===== config.mk =====
export PLATFORM = sky130hd
export DESIGN_NAME = correlation_peak_shift_finder
export DESIGN_NICKNAME = d
export VERILOG_FILES = /design/src/hdl/cpsf_pkg.sv /design/src/hdl/cpsf_ctrl.sv /design/src/hdl/cpsf_dp.sv /design/src/hdl/correlation_peak_shift_finder.sv
export SDC_FILE = /design/constraint.sdc
export NUM_CORES = 2
export LEC_CHECK = 0
export BUFFER_PORTS_ARGS = -buffer_cell sky130_fd_sc_hd__buf_2
export CORE_UTILIZATION = 50
export DETAILED_ROUTE_END_ITERATION = 8
export PLACE_DENSITY_LB_ADDON = 0.2
export SETUP_SLACK_MARGIN = 0.3
export SYNTH_ARGS = -nofsm -noshare
export SYNTH_HDL_FRONTEND = slang
export SYNTH_SLANG_ARGS = --single-unit

===== constraint.sdc =====
create_clock -name clk -period 26.9 [get_ports clk]
set_input_delay 2.69 -clock clk [delete_from_list [all_inputs] [get_ports clk]]
set_output_delay 2.69 -clock clk [all_outputs]
set_load 0.005 [all_outputs]

===== src/hdl/cpsf_pkg.sv =====
package cpsf_pkg;

  // Configuration port
  localparam int CFG_IDX_W  = 2;
  localparam int CFG_DATA_W = 33;

  localparam logic [CFG_IDX_W-1:0] CFG_LOG2_W  = 2'd0;
  localparam logic [CFG_IDX_W-1:0] CFG_LOG2_H  = 2'd1;
  localparam logic [CFG_IDX_W-1:0] CFG_TRUST   = 2'd2;

  // Register and field widths
  localparam int LOG_W     = 4;
  localparam int THR_W     = 33;
  localparam int SHIFT_W   = 13;
  localparam int RATIO_W   = 48;
  localparam int FRAC_BITS = 16;

  localparam logic [LOG_W-1:0] LOG2_RESET  = 4'd6;
  localparam logic [THR_W-1:0] TRUST_RESET = '0;

  // Controller to datapath
  typedef struct packed {
    logic acc_en;      // a sample transaction is taken
    logic frame_load;  // that sample closes the frame: capture totals
    logic div_prep;    // form numerator and denominator magnitudes
    logic div_step;    // one quotient bit
    logic out_load;    // format and load the result register
  } cpsf_cmd_t;

  // Datapath to controller
  typedef struct packed {
    logic frame_last;  // next sample closes the frame
    logic div_done;    // current divide step is the last one
  } cpsf_status_t;

endpackage


===== src/hdl/cpsf_ctrl.sv =====
module cpsf_ctrl (
  input  logic                   clk,
  input  logic                   rst_n,
  input  logic                   in_valid,
  output logic                   in_stall,
  output logic                   out_valid,
  input  logic                   out_stall,
  input  cpsf_pkg::cpsf_status_t status,
  output cpsf_pkg::cpsf_cmd_t    cmd
);
  import cpsf_pkg::*;

  localparam logic [1:0] ST_ACC  = 2'd0;
  localparam logic [1:0] ST_PREP = 2'd1;
  localparam logic [1:0] ST_DIV  = 2'd2;
  localparam logic [1:0] ST_OUT  = 2'd3;

  logic [1:0] state_r;
  logic [1:0] state_nxt;
  logic       out_valid_r;
  logic       out_valid_nxt;
  logic       accept;

  // hold off input outside ST_ACC and the closing sample while a result waits
  assign in_stall = (state_r != ST_ACC) || (out_valid_r && status.frame_last);
  assign accept   = in_valid && !in_stall;

  always_comb begin
    cmd.acc_en     = accept;
    cmd.frame_load = accept && status.frame_last;
    cmd.div_prep   = (state_r == ST_PREP);
    cmd.div_step   = (state_r == ST_DIV);
    cmd.out_load   = (state_r == ST_OUT);
  end

  always_comb begin
    state_nxt = state_r;
    case (state_r)
      ST_ACC: begin
        if (cmd.frame_load) begin
          state_nxt = ST_PREP;
        end
      end
      ST_PREP: begin
        state_nxt = ST_DIV;
      end
      ST_DIV: begin
        if (status.div_done) begin
          state_nxt = ST_OUT;
        end
      end
      ST_OUT: begin
        state_nxt = ST_ACC;
      end
      default: begin
        state_nxt = ST_ACC;
      end
    endcase
  end

  assign out_valid_nxt = cmd.out_load || (out_valid_r && out_stall);

  always_ff @(posedge clk) begin
    if (!rst_n) begin
      state_r     <= ST_ACC;
      out_valid_r <= 1'b0;
    end else begin
      state_r     <= state_nxt;
      out_valid_r <= out_valid_nxt;
    end
  end

  assign out_valid = out_valid_r;

endmodule


===== src/hdl/cpsf_dp.sv =====
module cpsf_dp #(
  parameter int MAX_LOG2_SIDE = 13,
  parameter int SAMPLE_BITS   = 32
) (
  input  logic                                 clk,
  input  logic                                 rst_n,
  input  logic                                 cfg_we,
  input  logic [cpsf_pkg::CFG_IDX_W-1:0]       cfg_index,
  input  logic [cpsf_pkg::CFG_DATA_W-1:0]      cfg_data,
  input  logic signed [SAMPLE_BITS-1:0]        in_sample,
  input  cpsf_pkg::cpsf_cmd_t                  cmd,
  output cpsf_pkg::cpsf_status_t               status,
  output logic signed [cpsf_pkg::SHIFT_W-1:0]  out_shift_x,
  output logic signed [cpsf_pkg::SHIFT_W-1:0]  out_shift_y,
  output logic signed [cpsf_pkg::RATIO_W-1:0]  out_peak_ratio,
  output logic                                 out_distrust,
  output logic                                 out_big_shift_x,
  output logic                                 out_big_shift_y
);
  import cpsf_pkg::*;

  localparam int IDX_W  = 2 * MAX_LOG2_SIDE;
  localparam int CNT_W  = IDX_W + 1;
  localparam int SUM_W  = SAMPLE_BITS + IDX_W;
  localparam int NUM_W  = SAMPLE_BITS + IDX_W + FRAC_BITS;
  localparam int DEN_W  = SUM_W;
  localparam int STEP_W = $clog2(NUM_W);
  localparam int SH_W   = $clog2(IDX_W + FRAC_BITS + 1);
  localparam int XW     = MAX_LOG2_SIDE + 1;

  localparam logic [LOG_W-1:0]   MAX_LOG = LOG_W'(MAX_LOG2_SIDE);
  localparam logic [RATIO_W-1:0] LIMIT   = {1'b1, {(RATIO_W-1){1'b0}}};

  // ---------------- configuration registers ----------------
  logic [LOG_W-1:0] cfg_lw_r;
  logic [LOG_W-1:0] cfg_lh_r;
  logic [THR_W-1:0] cfg_thr_r;

  always_ff @(posedge clk) begin
    if (!rst_n) begin
      cfg_lw_r  <= LOG2_RESET;
      cfg_lh_r  <= LOG2_RESET;
      cfg_thr_r <= TRUST_RESET;
    end else if (cfg_we) begin
      case (cfg_index)
        CFG_LOG2_W: cfg_lw_r  <= cfg_data[LOG_W-1:0];
        CFG_LOG2_H: cfg_lh_r  <= cfg_data[LOG_W-1:0];
        CFG_TRUST:  cfg_thr_r <= cfg_data[THR_W-1:0];
        default: ;
      endcase
    end
  end

  logic [LOG_W-1:0] lw;
  logic [LOG_W-1:0] lh;

  always_comb begin
    lw = cfg_lw_r;
    if (cfg_lw_r == '0) begin
      lw = LOG_W'(1);
    end else if (cfg_lw_r > MAX_LOG) begin
      lw = MAX_LOG;
    end
    lh = cfg_lh_r;
    if (cfg_lh_r == '0) begin
      lh = LOG_W'(1);
    end else if (cfg_lh_r > MAX_LOG) begin
      lh = MAX_LOG;
    end
  end

  // ---------------- accumulation ----------------
  logic [IDX_W-1:0]              cnt_r;
  logic signed [SAMPLE_BITS-1:0] best_r;
  logic [IDX_W-1:0]              idx_r;
  logic signed [SUM_W-1:0]       sum_r;

  logic [LOG_W:0]                lsum;
  logic [CNT_W-1:0]              total;
  logic [CNT_W-1:0]              cnt_inc;
  logic                          first;
  logic                          best_upd;
  logic signed [SAMPLE_BITS-1:0] best_nxt;
  logic [IDX_W-1:0]              idx_nxt;
  logic signed [SUM_W-1:0]       sum_nxt;

  assign lsum    = {1'b0, lw} + {1'b0, lh};
  assign total   = CNT_W'(1) << lsum;
  assign cnt_inc = {1'b0, cnt_r} + CNT_W'(1);
  assign status.frame_last = (cnt_inc >= total);

  assign first    = (cnt_r == '0);
  assign best_upd = first || (in_sample > best_r);
  assign best_nxt = best_upd ? in_sample : best_r;
  assign idx_nxt  = first ? '0 : (best_upd ? cnt_r : idx_r);
  assign sum_nxt  = first ? SUM_W'(in_sample) : sum_r + SUM_W'(in_sample);

  always_ff @(posedge clk) begin
    if (!rst_n) begin
      cnt_r <= '0;
    end else if (cmd.acc_en) begin
      cnt_r <= cmd.frame_load ? '0 : cnt_inc[IDX_W-1:0];
    end
  end

  always_ff @(posedge clk) begin
    if (cmd.acc_en) begin
      best_r <= best_nxt;
      idx_r  <= idx_nxt;
      sum_r  <= sum_nxt;
    end
  end

  // ---------------- frame capture ----------------
  logic signed [SAMPLE_BITS-1:0] cap_peak_r;
  logic signed [SUM_W-1:0]       cap_sum_r;
  logic [IDX_W-1:0]              cap_idx_r;
  logic [LOG_W-1:0]              cap_lw_r;
  logic [LOG_W-1:0]              cap_lh_r;
  logic [THR_W-1:0]              cap_thr_r;

  always_ff @(posedge clk) begin
    if (cmd.frame_load) begin
      cap_peak_r <= best_nxt;
      cap_sum_r  <= sum_nxt;
      cap_idx_r  <= idx_nxt;
      cap_lw_r   <= lw;
      cap_lh_r   <= lh;
      cap_thr_r  <= cfg_thr_r;
    end
  end

  // ---------------- restoring divider, one bit per cycle ----------------
  logic [SAMPLE_BITS-1:0] pmag;
  logic [SH_W-1:0]        sh;
  logic [NUM_W-1:0]       num_init;
  logic [DEN_W-1:0]       den_init;

  assign pmag     = cap_peak_r[SAMPLE_BITS-1] ? SAMPLE_BITS'(-cap_peak_r)
                                               : SAMPLE_BITS'(cap_peak_r);
  assign sh       = SH_W'(cap_lw_r) + SH_W'(cap_lh_r) + SH_W'(FRAC_BITS);
  assign num_init = NUM_W'(pmag) << sh;
  assign den_init = cap_sum_r[SUM_W-1] ? DEN_W'(-cap_sum_r) : DEN_W'(cap_sum_r);

  logic [NUM_W-1:0]   num_r;
  logic [DEN_W-1:0]   den_r;
  logic [DEN_W-1:0]   rem_r;
  logic [RATIO_W-1:0] q_r;
  logic               ovf_r;
  logic               neg_r;
  logic               zero_r;
  logic [STEP_W-1:0]  step_r;

  logic [DEN_W:0]     trial;
  logic [DEN_W:0]     diff;
  logic               ge;
  logic [DEN_W-1:0]   rem_nxt;

  assign trial   = {rem_r, num_r[NUM_W-1]};
  assign diff    = trial - {1'b0, den_r};
  assign ge      = (trial >= {1'b0, den_r});
  assign rem_nxt = ge ? diff[DEN_W-1:0] : trial[DEN_W-1:0];
  assign status.div_done = (step_r == '0);

  always_ff @(posedge clk) begin
    if (!rst_n) begin
      step_r <= '0;
    end else if (cmd.div_prep) begin
      step_r <= STEP_W'(NUM_W - 1);
    end else if (cmd.div_step) begin
      step_r <= step_r - STEP_W'(1);
    end
  end

  always_ff @(posedge clk) begin
    if (cmd.div_prep) begin
      num_r  <= num_init;
      den_r  <= den_init;
      rem_r  <= '0;
      q_r    <= '0;
      ovf_r  <= 1'b0;
      neg_r  <= cap_peak_r[SAMPLE_BITS-1] ^ cap_sum_r[SUM_W-1];
      zero_r <= (cap_sum_r == '0);
    end else if (cmd.div_step) begin
      num_r  <= num_r << 1;
      rem_r  <= rem_nxt;
      ovf_r  <= ovf_r | q_r[RATIO_W-1];
      q_r    <= {q_r[RATIO_W-2:0], ge};
    end
  end

  // ---------------- result formatting ----------------
  logic                       sat;
  logic [RATIO_W-1:0]         mag;
  logic signed [RATIO_W-1:0]  ratio;
  logic signed [RATIO_W:0]    ratio_x;
  logic signed [RATIO_W:0]    thr_x;

  assign sat   = ovf_r || (q_r > LIMIT);
  assign mag   = sat ? LIMIT : q_r;

  always_comb begin
    if (zero_r) begin
      ratio = '0;
    end else if (neg_r) begin
      ratio = -mag;
    end else if (mag == LIMIT) begin
      ratio = LIMIT - RATIO_W'(1);
    end else begin
      ratio = mag;
    end
  end

  assign ratio_x = (RATIO_W+1)'(ratio);
  assign thr_x   = (RATIO_W+1)'(cap_thr_r);

  function automatic logic signed [XW-1:0] wrap_shift(input logic [XW-1:0] pos,
                                                      input logic [XW-1:0] size);
    if (pos >= (size >> 1)) begin
      wrap_shift = signed'(pos - size);
    end else begin
      wrap_shift = signed'(pos);
    end
  endfunction

  function automatic logic is_big(input logic signed [XW-1:0] s,
                                  input logic [XW-1:0] size);
    logic [XW-1:0] a;
    a = s[XW-1] ? XW'(-s) : XW'(s);
    is_big = (a > (size >> 2));
  endfunction

  logic [XW-1:0]        size_x;
  logic [XW-1:0]        size_y;
  logic [XW-1:0]        col;
  logic [XW-1:0]        row;
  logic [IDX_W-1:0]     row_full;
  logic signed [XW-1:0] sx;
  logic signed [XW-1:0] sy;

  assign size_x   = XW'(1) << cap_lw_r;
  assign size_y   = XW'(1) << cap_lh_r;
  assign col      = XW'(cap_idx_r) & (size_x - XW'(1));
  assign row_full = cap_idx_r >> cap_lw_r;
  assign row      = XW'(row_full) & (size_y - XW'(1));
  assign sx       = wrap_shift(col, size_x);
  assign sy       = wrap_shift(row, size_y);

  always_ff @(posedge clk) begin
    if (cmd.out_load) begin
      out_shift_x     <= SHIFT_W'(sx);
      out_shift_y     <= SHIFT_W'(sy);
      out_peak_ratio  <= ratio;
      out_distrust    <= (ratio_x < thr_x);
      out_big_shift_x <= is_big(sx, size_x);
      out_big_shift_y <= is_big(sy, size_y);
    end
  end

endmodule


===== src/hdl/correlation_peak_shift_finder.sv =====
// Correlation peak shift finder. Feed the samples of a correlation surface
// of 2^log2_window_width columns by 2^log2_window_height rows in row-major
// order, one per transaction on the in_ channel. While a frame streams in,
// one sample is taken every cycle: the first strict maximum, its index and
// the signed running sum advance in a single step. The sample that closes
// the frame starts the peak-to-mean divide, a restoring divider that
// retires one quotient bit per cycle over SAMPLE_BITS + 2*MAX_LOG2_SIDE + 16
// numerator bits; the input is held off through the divide setup, the divide
// steps and the result load after each frame. The closing sample of a frame
// is also held while the previous result still waits on out_stall; all other
// samples flow regardless of the output side. Each frame yields one result
// transaction: the peak column and row as signed shifts, the ratio
// peak * W * H / sum in signed 32.16, saturated and zero for a zero sum,
// and flags for a ratio below trust_threshold and for shifts beyond a
// quarter of the window. Log2 settings of zero act as one, and settings
// above MAX_LOG2_SIDE act as MAX_LOG2_SIDE. Write configuration only while
// the block is idle.
module correlation_peak_shift_finder #(
  parameter int MAX_LOG2_SIDE = 13,
  parameter int SAMPLE_BITS   = 32
) (
  input  logic                                 clk,
  input  logic                                 rst_n,
  // configuration write port
  input  logic                                 cfg_we,
  input  logic [cpsf_pkg::CFG_IDX_W-1:0]       cfg_index,
  input  logic [cpsf_pkg::CFG_DATA_W-1:0]      cfg_data,
  // sample channel
  input  logic                                 in_valid,
  output logic                                 in_stall,
  input  logic signed [SAMPLE_BITS-1:0]        in_sample,
  // result channel
  output logic                                 out_valid,
  input  logic                                 out_stall,
  output logic signed [cpsf_pkg::SHIFT_W-1:0]  out_shift_x,
  output logic signed [cpsf_pkg::SHIFT_W-1:0]  out_shift_y,
  output logic signed [cpsf_pkg::RATIO_W-1:0]  out_peak_ratio,
  output logic                                 out_distrust,
  output logic                                 out_big_shift_x,
  output logic                                 out_big_shift_y
);
  import cpsf_pkg::*;

  cpsf_cmd_t    cmd;
  cpsf_status_t status;

  // sequencing: accumulate, divide setup, divide steps, load result
  cpsf_ctrl u_ctrl (
    .clk       (clk),
    .rst_n     (rst_n),
    .in_valid  (in_valid),
    .in_stall  (in_stall),
    .out_valid (out_valid),
    .out_stall (out_stall),
    .status    (status),
    .cmd       (cmd)
  );

  // accumulators, frame capture, divider and result register
  cpsf_dp #(
    .MAX_LOG2_SIDE (MAX_LOG2_SIDE),
    .SAMPLE_BITS   (SAMPLE_BITS)
  ) u_dp (
    .clk             (clk),
    .rst_n           (rst_n),
    .cfg_we          (cfg_we),
    .cfg_index       (cfg_index),
    .cfg_data        (cfg_data),
    .in_sample       (in_sample),
    .cmd             (cmd),
    .status          (status),
    .out_shift_x     (out_shift_x),
    .out_shift_y     (out_shift_y),
    .out_peak_ratio  (out_peak_ratio),
    .out_distrust    (out_distrust),
    .out_big_shift_x (out_big_shift_x),
    .out_big_shift_y (out_big_shift_y)
  );

endmodule


==> metrics.md <==
| Metric | Value |
|---|---|
| Status | finished clean |
| Number of global-route vias before repair | 33,825 |
| Ys async rst share | 0% |
| Worst-skew pair later-pin latency | 0.66 ns |
| Class of the worst hold path | register to register |
| First-pass GRT wire length | 188,000 microns |
| Largest net degree at the start of global routing | 95 |
| Final Max Slew Viols | 0 |
| Io pins | 151 |
| CP required | 27.32 ns |
| FP Rows | 108 |
| Rel. slew slack | 16.2% |
| Grt met2 use | 40.5% |
| Clk Tree Root Cell | clkbuf_16 |
| Post-CTS setup buffers | 0 |
| Routed WL | 118,000 microns |
| Top cells by area, synth | edfxtp_1, dfxtp_1, ha_1, nand2_1, a21oi_1 |
| Commonest cells after routing, fill and taps aside | nand2_1, edfxtp_1, nor2_1 |
| Fmax | 122 MHz |
| Post-route ant nets | 0 |
| Commonest non-fill, non-tap cell in the layout | nand2_1 |
| Synthesized area per cell | 9.35 sq um |
| Routed WL per cell | 19.7 microns |
| Post-synthesis simple-gate area fraction | 15.8% |
| Nets@finish | 5,116 |
| Mapped Area | 0.0443 sq mm |
| Post-Place Setup Slack | 18.83 ns |
| DR pass1 iterations | 6 |
| Fin cells | 5,971 |
| Starting density of the core | 50.8% |
| GR Layer Usage met1 | 37.6% |
| Synthesis-stage register bit count | 668 |
| Main combinational cell family by area after synthesis | compound AO/OA/AOI/OAI gates |
| Placed Cells | 5,826 |
| Core box area | 0.0873 sq mm |
| Share of layout cells above drive strength 1 | 9.99% |
| Synth cell types | 88 |
| Post-synthesis mux area share | 6.21% |
| Final hold violations | 0 |
| CTS Sinks | 668 |
| Max cap viols | 0 |
| Placed instance area | 0.0460 sq mm |
| Cell taking the most area after synthesis | edfxtp_1 |
| Post-route cell area | 0.0485 sq mm |
| Routability cong. | 0.921 |
| Post-DP HPWL | 85,100 microns |
| Synthesis Warnings | 0 |
| Crit share post-route | 30.5% |
| Syn_nets | 5,108 |
| Hold-fix buffers, CTS | 0 |
| Remaining DRCs | 0 |
| Clk buf depth | 3 |
| Setup TNS | 0 ns |
| Total global-route track usage | 25.9% |
| Met3 Use GR | 3.10% |
| Post-synthesis sequential area ratio | 41.1% |
| Max VDD drop | 0.0899 mV |
| Final setup fails | 0 |
| EDFF count, synth | 484 |
| Initial drt markers | 3,027 |
| Worst Clk Skew | 0.0346 ns |
| Synth Area in Adders | 8.40% |
| Area Growth Syn to Fin | 9.50% |
| Critical Path Sink Type | register |
| Cells after Synth | 4,742 |
| IO buf count | 150 |
| Unrepaired setup endpoints after global routing | false |
| CP startpoint kind | register |
| Die area | 0.0898 sq mm |
| CTS tree | built |
| Post-CTS sizing | 0 |
| Die Ht | 300 microns |
| Vias per cell | 6.03 |
| Kind of critical path | register to register |
| Worst-path clk slew | 0.06 ns |
| Worst EP arrival | 8.61 ns |
| Final worst slack | 18.71 ns |
| Top cell type's share of synthesized area | 32.8% |
| Slew @ Worst Pin | 1.25 ns |
| Static leakage | 19.2 nW |
| DR vias | 35,986 |
| Ys flop type | edfxtp_1 |
| PwrDens | 123 mW/mm^2 |
| Gr ovfl total | 0 |
| Tmin final | 8.19 ns |
| Die width | 300 microns |
| Htree depth | 3 |
| Most Used Layer, Global Route | met2 |
| Max Fanout on Critical Path | 24 |
| Initial antenna violation count | 4 |
| XOR/XNOR Fraction of Synth Area | 5.28% |
| Synth Area in Compound Gates | 19.0% |
| Total CTS buffers | 77 |
[critical path, cell delays in order, from the launching register on]
cell      delay, ns
dfxtp_1        0.38
or4_1          0.63
or4_1          0.51
or4_1          0.54
or4_1          0.63
a21oi_4        0.54
nand2_1        0.21
ha_1           0.35
o21ai_1        0.39
nor2_1         0.13
o21ai_0        0.20
a21oi_1        0.17
nand2_1        0.12
mux2_2         0.33
o21ai_0        0.07
a221oi_1       0.12
ha_1           0.32
nand2_1        0.08
nor2_1         0.11
nand3_1        0.11
or4_1          0.58
or3_1          0.43
nor4_1         0.45
a21oi_1        0.15
and4b_1        0.23
a31o_2         0.19
[report_power, final]
part / leakage (nW) / internal, mW / switching [mW] / total [mW]
logic: 12.0 / 1.21 / 1.97 / 3.19
registers: 6.00 / 1.54 / 0.164 / 1.71
clock network: 1.25 / 0.612 / 0.448 / 1.06
total: 19.2 / 3.37 / 2.59 / 5.96
[cells in the mapped netlist (all sizes together) (21+ instances only)]
| cell type | count |
|---|---|
| nor2b | 55 |
| nand2 | 495 |
| o21bai | 24 |
| and2 | 27 |
| a21o | 114 |
| dfxtp | 184 |
| nand3 | 94 |
| o211ai | 28 |
| mux2 | 71 |
| nand4 | 54 |
| ha | 288 |
| nor3 | 88 |
| and3 | 44 |
| o2bb2ai | 25 |
| mux2i | 148 |
| nand2b | 32 |
| nor4 | 33 |
| a21oi | 367 |
| o21a | 56 |
| o21ai | 270 |
| mux4 | 21 |
| a311oi | 54 |
| inv | 230 |
| or2 | 24 |
| xnor2 | 177 |
| or4 | 31 |
| or3 | 50 |
| a31oi | 45 |
| xor2 | 90 |
| clkbuf | 228 |
| edfxtp | 484 |
| a211oi | 33 |
| o41ai | 25 |
| o31ai | 68 |
| nor2 | 408 |
| buf | 36 |
[metal layers]
layer  wire length, microns  vias to the layer above  share of wire (%)
met5                      0                        -                  0
met3                   6460                      182                5.5
met4                   3000                        0                2.5
li1                       -                    17555                  -
met1                  55400                    17220                 47
met2                  52800                     1029                 45
[sequential cells by signal (all words and copies together) (netlist names), 33 cells and up]
register,cells
u_dp.rem_r,58
u_dp.sum_r,58
u_dp.cfg_thr_r,33
u_dp.cap_sum_r,58
u_dp.den_r,58
u_dp.cap_thr_r,33
u_dp.q_r,48
u_dp.num_r,74
u_dp.out_peak_ratio,48
[cell families after synthesis]
kind of cell,count (synthesis)
mux,240
flops,668
xor+xnor,267
compound gates,1290
fa+ha+maj,294
buf+inv,498
other cells,1
simple gates,1484
[metrics by stage]
step | hold slack [ns] | power [mW] | utilization, %
after floorplan | 0.408 | 4.07 | -
after global placement | 0.413 | 4.84 | 52.7
after detailed placement | 0.415 | 4.86 | 52.7
after CTS | 0.430 | 5.94 | 55.6
after global routing | 0.446 | 6.39 | 55.6
final | 0.430 | 5.96 | 55.6
[final cells by class]
class,instances,area (sq um)
Tap cell,1155,1450
Clock inverter,47,473
Multi-Input combinational cell,3576,24400
Clock buffer,97,2070
Inverter,234,878
Timing Repair Buffer,193,1070
Sequential cell,668,18200
Antenna cell,1,2.50
Fill cell,7870,38800
[final timing paths]
| path | slack [ns] | end | cells past startpoint | from |
|---|---|---|---|---|
| setup / recovery | 18.71 | u_dp.out_distrust | 25 | u_dp.q_r[35] |
| hold / removal | 0.43 | u_dp.cap_thr_r[21] | 0 | u_dp.cfg_thr_r[21] |
| setup reg to reg | 18.71 | u_dp.out_distrust | 25 | u_dp.q_r[35] |
| hold reg to reg | 0.43 | u_dp.cap_thr_r[21] | 0 | u_dp.cfg_thr_r[21] |
Note: power is estimated with default switching activity, not from simulation.
